==> config.mk <==
export PLATFORM = sky130hd
export DESIGN_NAME = length_prefixed_message_deframer
export DESIGN_NICKNAME = d
export VERILOG_FILES = /design/src/rtl/lpmd_pkg.sv /design/src/rtl/length_prefixed_message_deframer.sv
export SDC_FILE = /design/constraint.sdc
export NUM_CORES = 1
export LEC_CHECK = 0
export BUFFER_PORTS_ARGS = -buffer_cell sky130_fd_sc_hd__buf_2
export CAP_MARGIN = 25
export CORE_ASPECT_RATIO = 1.4
export CORE_MARGIN = 8
export CORE_UTILIZATION = 50
export CTS_CLUSTER_DIAMETER = 150
export DETAILED_ROUTE_END_ITERATION = 8
export GPL_TIMING_DRIVEN = 0
export PLACE_DENSITY = 0.7
export SYNTH_ARGS = -nofsm -noshare
export SYNTH_HDL_FRONTEND = slang
export SYNTH_SLANG_ARGS = --single-unit
==> constraint.sdc <==
create_clock -name clk -period 6 [get_ports clk]
set_input_delay 1.2 -clock clk [delete_from_list [all_inputs] [get_ports clk]]
set_output_delay 1.2 -clock clk [all_outputs]
set_load 0.05 [all_outputs]
==> src/rtl/lpmd_pkg.sv <==
`timescale 1ns / 1ps

package lpmd_pkg;

	localparam int HEADER_BYTES = 16;

	localparam logic [6:0] HDR_LAST  = 7'(HEADER_BYTES - 1);
	localparam logic [6:0] ID_END    = 7'd4;
	localparam logic [6:0] PAY_END   = 7'd8;
	localparam logic [6:0] EXT_START = 7'd9;
	localparam logic [6:0] EXT_END   = 7'd13;

	localparam logic [1:0] PH_HEADER = 2'd0;
	localparam logic [1:0] PH_EXT    = 2'd1;
	localparam logic [1:0] PH_PAY    = 2'd2;

	localparam logic [1:0] KIND_EXT   = 2'd0;
	localparam logic [1:0] KIND_PAY   = 2'd1;
	localparam logic [1:0] KIND_EMPTY = 2'd2;

endpackage

==> src/rtl/length_prefixed_message_deframer.sv <==
`timescale 1ns / 1ps

// channel   valid        stall        payload
// input     data_valid   data_stall   data_byte
// output    item_valid   item_stall   item_kind, frame_id, value, has_extend,
//                                     last_of_message
//
// One byte per cycle while data_stall is low. A byte waits in the input register
// until the parse logic can write any result from it into the output register.
// Header bytes other than the last of an empty message give no result.
// arst_n clears the parser to the start of a header and empties both registers.
// A stalled output register holds a full input register; data_stall follows
// item_stall in the same cycle, so no transfer is lost.

module length_prefixed_message_deframer (
	input  logic        clk,
	input  logic        arst_n,
	input  logic        data_valid,
	output logic        data_stall,
	input  logic [7:0]  data_byte,
	output logic        item_valid,
	input  logic        item_stall,
	output logic [1:0]  item_kind,
	output logic [31:0] frame_id,
	output logic [7:0]  value,
	output logic        has_extend,
	output logic        last_of_message
);

	logic        valid_s1;
	logic [7:0]  byte_s1;
	logic [1:0]  phase_q;
	logic [6:0]  header_index_q;
	logic [31:0] id_shift_q;
	logic [31:0] payload_length_q;
	logic [31:0] extend_length_q;
	logic [31:0] bytes_left_q;
	logic        item_valid_q;
	logic [1:0]  item_kind_q;
	logic [31:0] frame_id_q;
	logic [7:0]  value_q;
	logic        has_extend_q;
	logic        last_q;

	logic        advance;
	logic        fire;
	logic [1:0]  phase_d;
	logic [6:0]  header_index_d;
	logic [31:0] id_shift_d;
	logic [31:0] payload_length_d;
	logic [31:0] extend_length_d;
	logic [31:0] bytes_left_d;
	logic [31:0] left_dec;
	logic [31:0] pl_base;
	logic [31:0] ext_base;
	logic        emit;
	logic [1:0]  kind_d;
	logic [7:0]  value_d;
	logic        last_d;

	assign advance    = !item_valid_q || !item_stall;
	assign fire       = valid_s1 && advance;
	assign data_stall = valid_s1 && !advance;
	assign left_dec   = bytes_left_q - 32'd1;
	assign pl_base    = (header_index_q == 7'd0) ? 32'd0 : payload_length_q;
	assign ext_base   = (header_index_q == 7'd0) ? 32'd0 : extend_length_q;

	always_comb begin
		phase_d          = phase_q;
		header_index_d   = header_index_q;
		id_shift_d       = id_shift_q;
		payload_length_d = payload_length_q;
		extend_length_d  = extend_length_q;
		bytes_left_d     = bytes_left_q;
		emit             = 1'b0;
		kind_d           = lpmd_pkg::KIND_EXT;
		value_d          = byte_s1;
		last_d           = 1'b0;
		case (phase_q)
			lpmd_pkg::PH_EXT: begin
				emit         = 1'b1;
				kind_d       = lpmd_pkg::KIND_EXT;
				bytes_left_d = left_dec;
				if (left_dec == 32'd0) begin
					if (payload_length_q != 32'd0) begin
						phase_d      = lpmd_pkg::PH_PAY;
						bytes_left_d = payload_length_q;
					end else begin
						phase_d = lpmd_pkg::PH_HEADER;
						last_d  = 1'b1;
					end
				end
			end
			lpmd_pkg::PH_PAY: begin
				emit         = 1'b1;
				kind_d       = lpmd_pkg::KIND_PAY;
				bytes_left_d = left_dec;
				if (left_dec == 32'd0) begin
					phase_d = lpmd_pkg::PH_HEADER;
					last_d  = 1'b1;
				end
			end
			default: begin
				phase_d          = lpmd_pkg::PH_HEADER;
				payload_length_d = pl_base;
				extend_length_d  = ext_base;
				if (header_index_q < lpmd_pkg::ID_END) begin
					id_shift_d = {id_shift_q[23:0], byte_s1};
				end else if (header_index_q < lpmd_pkg::PAY_END) begin
					payload_length_d = {pl_base[23:0], byte_s1};
				end else if (header_index_q >= lpmd_pkg::EXT_START &&
				             header_index_q < lpmd_pkg::EXT_END) begin
					extend_length_d = {ext_base[23:0], byte_s1};
				end
				if (header_index_q >= lpmd_pkg::HDR_LAST) begin
					header_index_d = 7'd0;
					if (extend_length_d != 32'd0) begin
						phase_d      = lpmd_pkg::PH_EXT;
						bytes_left_d = extend_length_d;
					end else if (payload_length_d != 32'd0) begin
						phase_d      = lpmd_pkg::PH_PAY;
						bytes_left_d = payload_length_d;
					end else begin
						emit    = 1'b1;
						kind_d  = lpmd_pkg::KIND_EMPTY;
						value_d = 8'd0;
						last_d  = 1'b1;
					end
				end else begin
					header_index_d = header_index_q + 7'd1;
				end
			end
		endcase
	end

	always_ff @(posedge clk or negedge arst_n) begin
		if (!arst_n) begin
			valid_s1 <= 1'b0;
		end else if (!data_stall) begin
			valid_s1 <= data_valid;
		end
	end

	always_ff @(posedge clk) begin
		if (!data_stall && data_valid) begin
			byte_s1 <= data_byte;
		end
	end

	always_ff @(posedge clk or negedge arst_n) begin
		if (!arst_n) begin
			phase_q          <= lpmd_pkg::PH_HEADER;
			header_index_q   <= 7'd0;
			id_shift_q       <= 32'd0;
			payload_length_q <= 32'd0;
			extend_length_q  <= 32'd0;
			bytes_left_q     <= 32'd0;
		end else if (fire) begin
			phase_q          <= phase_d;
			header_index_q   <= header_index_d;
			id_shift_q       <= id_shift_d;
			payload_length_q <= payload_length_d;
			extend_length_q  <= extend_length_d;
			bytes_left_q     <= bytes_left_d;
		end
	end

	always_ff @(posedge clk or negedge arst_n) begin
		if (!arst_n) begin
			item_valid_q <= 1'b0;
		end else if (advance) begin
			item_valid_q <= fire && emit;
		end
	end

	always_ff @(posedge clk) begin
		if (fire && emit) begin
			item_kind_q  <= kind_d;
			frame_id_q   <= id_shift_d;
			value_q      <= value_d;
			has_extend_q <= extend_length_d != 32'd0;
			last_q       <= last_d;
		end
	end

	assign item_valid      = item_valid_q;
	assign item_kind       = item_kind_q;
	assign frame_id        = frame_id_q;
	assign value           = value_q;
	assign has_extend      = has_extend_q;
	assign last_of_message = last_q;

	a_stall_cause: assert property (@(posedge clk) disable iff (!arst_n)
		data_stall |-> (item_valid_q && item_stall))
		else $error("input stalled without output backpressure");

	a_region_left: assert property (@(posedge clk) disable iff (!arst_n)
		(phase_q == lpmd_pkg::PH_EXT || phase_q == lpmd_pkg::PH_PAY) |->
		(bytes_left_q != 32'd0))
		else $error("body phase with no bytes left");

	a_header_index: assert property (@(posedge clk) disable iff (!arst_n)
		header_index_q <= lpmd_pkg::HDR_LAST)
		else $error("header index overrun");

	a_empty_marker: assert property (@(posedge clk) disable iff (!arst_n)
		(item_valid_q && item_kind_q == lpmd_pkg::KIND_EMPTY) |->
		(last_q && value_q == 8'd0 && !has_extend_q))
		else $error("malformed empty marker");

	a_body_in_header: assert property (@(posedge clk) disable iff (!arst_n)
		(fire && emit && last_d) |=> (phase_q == lpmd_pkg::PH_HEADER))
		else $error("last item did not return to header");

endmodule
==> results.md <==
- The deepest clock path buffer count is 2.
- The clock tree from TritonCTS is yes.
- The overall power is 6.56 mW.
- For this design the ratio of total power to cell area is 558 nW/um^2.
- For this run, the detailed router's first-pass iteration total came to 6.
- Data arrives at the worst endpoint at 4.18 ns.
- The cell count after synthesis is roughly 1000.
- The number of antenna violations at the first check in global routing is 0.
- Routability-driven placement finished with a final weighted congestion of approximately 1.
- The pin slew with the least headroom to its limit is about 0.86 ns.
- During I/O placement, the number of pins put on the boundary was 58.
- The number of antenna cells inserted is 0.
- The count of nets left with antenna violations once routing finished came out at 0.
- In this run the worst path has a maximum fanout of 27.
- The number of maximum-capacitance constraint violations is 0.
- Wires add up to roughly 33000 microns.
- Leaving out fill and tap cells, the most frequent cells in the layout are nand2_1 (160), dfrtp_1 (139), a22o_1 (83).
- Clock-pin slew was measured on the worst setup and hold paths at approximately 0.070 ns.
- The synthesized design devotes to its leading area cell type around a third of total area.
- At the later pin of the worst-skew pair, clock insertion delay measures approximately 0.45 ns.
- The die is approximately 190 microns tall.
- The area added between synthesis and finish is 11.6%.
- Detailed routing inserted a total of 8980 vias.
- The average size of a mapped cell is 10.1 sq um.
- The layout has roughly 1900 filler cells.
- The path class of the lowest-slack min-delay path is reg -> reg.
- The number of vias per cell after detailed routing is ~6.4.
- The first global-routing pass estimated approximately 51000 microns of wire.
- The depth of the worst register-to-register path is 8.
- The leakage power is 5.00 nW.
- For the worst setup path, the data required time is roughly 6.2 ns.
- The time the worst path needs with I/O delays and setup is a little over 4 ns.
- Dividing the detail-routed wire length by the instance count gives between 20 and 25 microns.
- The critical path is of the reg -> reg type.
- The async set-or-reset flop fraction in the synthesized netlist is about 73%.
- The final global-route overflow total is 0.
- During synthesis, Yosys emitted a total of 0 warnings.
- The post-route clock period utilization is 67.1%.
- The max-slew violation count came to 0.
- The number of I/O port buffers is between 50 and 60.
- After synthesis, the netlist uses 85 different library cells.
- Across the routed clock network, the largest skew measured is approximately 0.015 ns.
- Measured against its own limit, the worst slew margin works out to between 40% and 50%.
- The post-route netlist has between 10% and 20% of its cells at a drive strength greater than 1.
- The biggest area consumer among synthesized cells is dfrtp_1.
- Buffers inserted during clock tree synthesis total 17.
- The startpoint identified for the worst register-to-register timing path is payload_length_q[10].
- The floorplan step set the die width to 139 microns.
- For this run, the top clock speed supported by timing is between 200 and 250 MHz.
- The worst ir drop on vdd is between 0.3 and 0.4 mV.
- The post-synthesis sequential area ratio is between 40% and 50%.
- Setup violations remaining at the end of the flow were counted as 0.
- In this run the cell area measured after placement is around 11000 sq um.
- Setup repair after global routing left no endpoint under its margin.
- The H-tree generated during clock tree synthesis spans 4 levels.
- For this design, the CTS-stage hold fixing added 0 buffers.
- In the post-synthesis netlist, the biggest area contributors are dfrtp_1 (33%), edfxtp_1 (15%), a22o_1 (6.9%), nand2_1 (5.7%), mux2_2 (3.5%).
- Entering global routing, the biggest net connects 74 pins.
- Hold is met by approximately 0.47 ns.
- The die covers 26000 sq um.
- The quantity of gates resized following cts is 0.
- The number of clock sinks seen by CTS is approximately 190.
- The final core utilization is ~56%.
- Following the worst setup path forward leads to its endpoint at frame_id[11].
- The tree is rooted in a clkbuf_16.
- The category of the worst setup path capture point is a flip-flop.
- The worst setup path is launched from a flip-flop.
- Global routing used 25.4% of the available tracks across all layers.
- The setup slack of the worst register-to-register path is approximately 2 ns.
- The critical path starts at payload_length_q[10].
- For this configuration, the core starts out at a cell density of between 50% and 60%.
- The number of global-route vias before repair is between 9000 and 10000.
- For this block, the initial DRC count from the detailed router was between 700 and 800.
- The total DRC errors in the routed layout is 0.
- The number of nets in the synthesized netlist is 1064.
- Summing all non-filler instances in the final layout gives an area of about 12000 sq um.
- The core region is between 20000 and 25000 sq um.
- The dominant register cell in the synthesized netlist is dfrtp_1.
- Detailed placement ended at an HPWL of 24400 microns.
- The count of buffers added by post-CTS timing repair for setup is 0.
- The final count of hold timing violations is 0.
- At the end of the flow, the number of nets in the layout was about 1100.
- Leaving out fill and tap cells, the most frequent cell in the layout is nand2_1.
- The number of cell rows is 63.
- The cell area that synthesis handed to floorplanning was roughly 11000 sq um.
- The number of enable-type register cells in the synthesized netlist is 52.
- The flip-flop and latch count after synthesis is about 190.
- The flow ran to the end, and the final reports show no timing, DRC or antenna violations.
- In this run the critical register-to-register path is captured at frame_id[11].
-- per-stage QoR --
stage / TNS (ns) / setup slack, ns / instances
2_1_floorplan: 0 / 1.20 / 1045
3_3_place_gp: -16.44 / -0.376 / 1362
3_5_place_dp: 0 / 2.10 / 1364
4_1_cts: 0 / 2.10 / 1396
5_1_grt: 0 / 1.64 / 1396
6_report: 0 / 1.97 / 1396
-- cells in the mapped netlist (4+ instances only) --
| cell type | count |
|---|---|
| xor2_1 | 11 |
| mux2_2 | 33 |
| or3_1 | 12 |
| and3_1 | 6 |
| a221oi_1 | 7 |
| ha_1 | 7 |
| buf_2 | 12 |
| nor2_1 | 72 |
| nand2b_1 | 5 |
| nand2_1 | 160 |
| a21oi_1 | 47 |
| dfrtp_1 | 139 |
| o21ai_1 | 6 |
| a21o_1 | 6 |
| buf_6 | 6 |
| a22oi_1 | 10 |
| nor3_1 | 27 |
| o22ai_1 | 7 |
| edfxtp_1 | 52 |
| o31ai_2 | 14 |
| o21ai_0 | 30 |
| nor2b_1 | 4 |
| or4_4 | 4 |
| nand3_1 | 21 |
| mux2i_1 | 16 |
| a211oi_1 | 18 |
| nor4_1 | 22 |
| clkbuf_1 | 48 |
| a22o_1 | 83 |
| or2_2 | 6 |
| buf_1 | 4 |
| nand4b_1 | 4 |
| a31oi_1 | 12 |
| nand4_1 | 13 |
| or4_1 | 8 |
| inv_1 | 14 |
| and2_1 | 13 |
| xnor2_1 | 10 |
-- power breakdown --
| part | internal [mW] | total (mW) | switching [mW] |
|---|---|---|---|
| Combinational | 1.18 | 3.21 | 2.03 |
| Sequential | 1.76 | 2.28 | 0.523 |
| Clock | 0.542 | 1.07 | 0.526 |
| Total | 3.48 | 6.56 | 3.07 |
-- layer usage --
layer | up-vias | GRT usage, % | share of wire (%)
li1 | 4084 | - | -
met1 | 4326 | 28.2 | 38
met2 | 439 | 43.8 | 51
met3 | 131 | 4.96 | 6.1
met4 | 0 | 16.2 | 5.9
met5 | - | 0 | 0
-- cell type report --
class | count | area, sq um | share of cell area [%]
Multi-Input combinational cell | 767 | 5100 | 43.4
Sequential cell | 191 | 5040 | 42.9
Buffer | 73 | 345 | 2.94
Inverter | 14 | 52.6 | 0.447
Timing Repair Buffer | 59 | 339 | 2.89
Tap cell | 260 | 325 | 2.77
Clock inverter | 12 | 105 | 0.895
Clock buffer | 20 | 437 | 3.72
-- worst max-delay path: stages (launching register included) --
cell and delay (ns):
dfrtp_1 0.54, nor4_1 0.59, nand2_1 0.11, nor4_1 0.42, nand4_1 0.17, a221oi_1 0.69, nand3_1 0.24, a21oi_4 0.67
buf_12 0.28
-- registers in the layout (all words and copies together) (netlist names) --
register          cells
byte_s1               8
bytes_left_q         32
extend_length_q      32
frame_id             32
has_extend            1
header_index_q        7
id_shift_q           32
item_kind             2
item_valid            1
last_of_message       1
payload_length_q     32
phase_q               2
valid_s1              1
value                 8
-- cell families after synthesis --
| family | after synthesis | share of synthesized area (%) |
|---|---|---|
| mux | 50 | 5.19 |
| flops | 191 | 47.9 |
| compound gates | 281 | 20.3 |
| fa+ha+maj | 7 | 0.832 |
| buf+inv | 87 | 3.78 |
| xor+xnor | 22 | 1.90 |
| simple gates | 407 | 20.1 |
-- how the worst min path moves through the flow --
stage | from | endpoint | slack [ns] | depth (start not counted)
after floorplan | id_shift_q[31] | id_shift_q[31] | 0.44 | 2
after global placement | id_shift_q[25] | id_shift_q[25] | 0.45 | 2
after detailed placement | id_shift_q[26] | id_shift_q[26] | 0.46 | 2
after CTS | id_shift_q[25] | id_shift_q[25] | 0.48 | 2
after global routing | id_shift_q[26] | id_shift_q[26] | 0.50 | 2
final | id_shift_q[25] | id_shift_q[25] | 0.47 | 2
(Power assumes the default switching activity.)
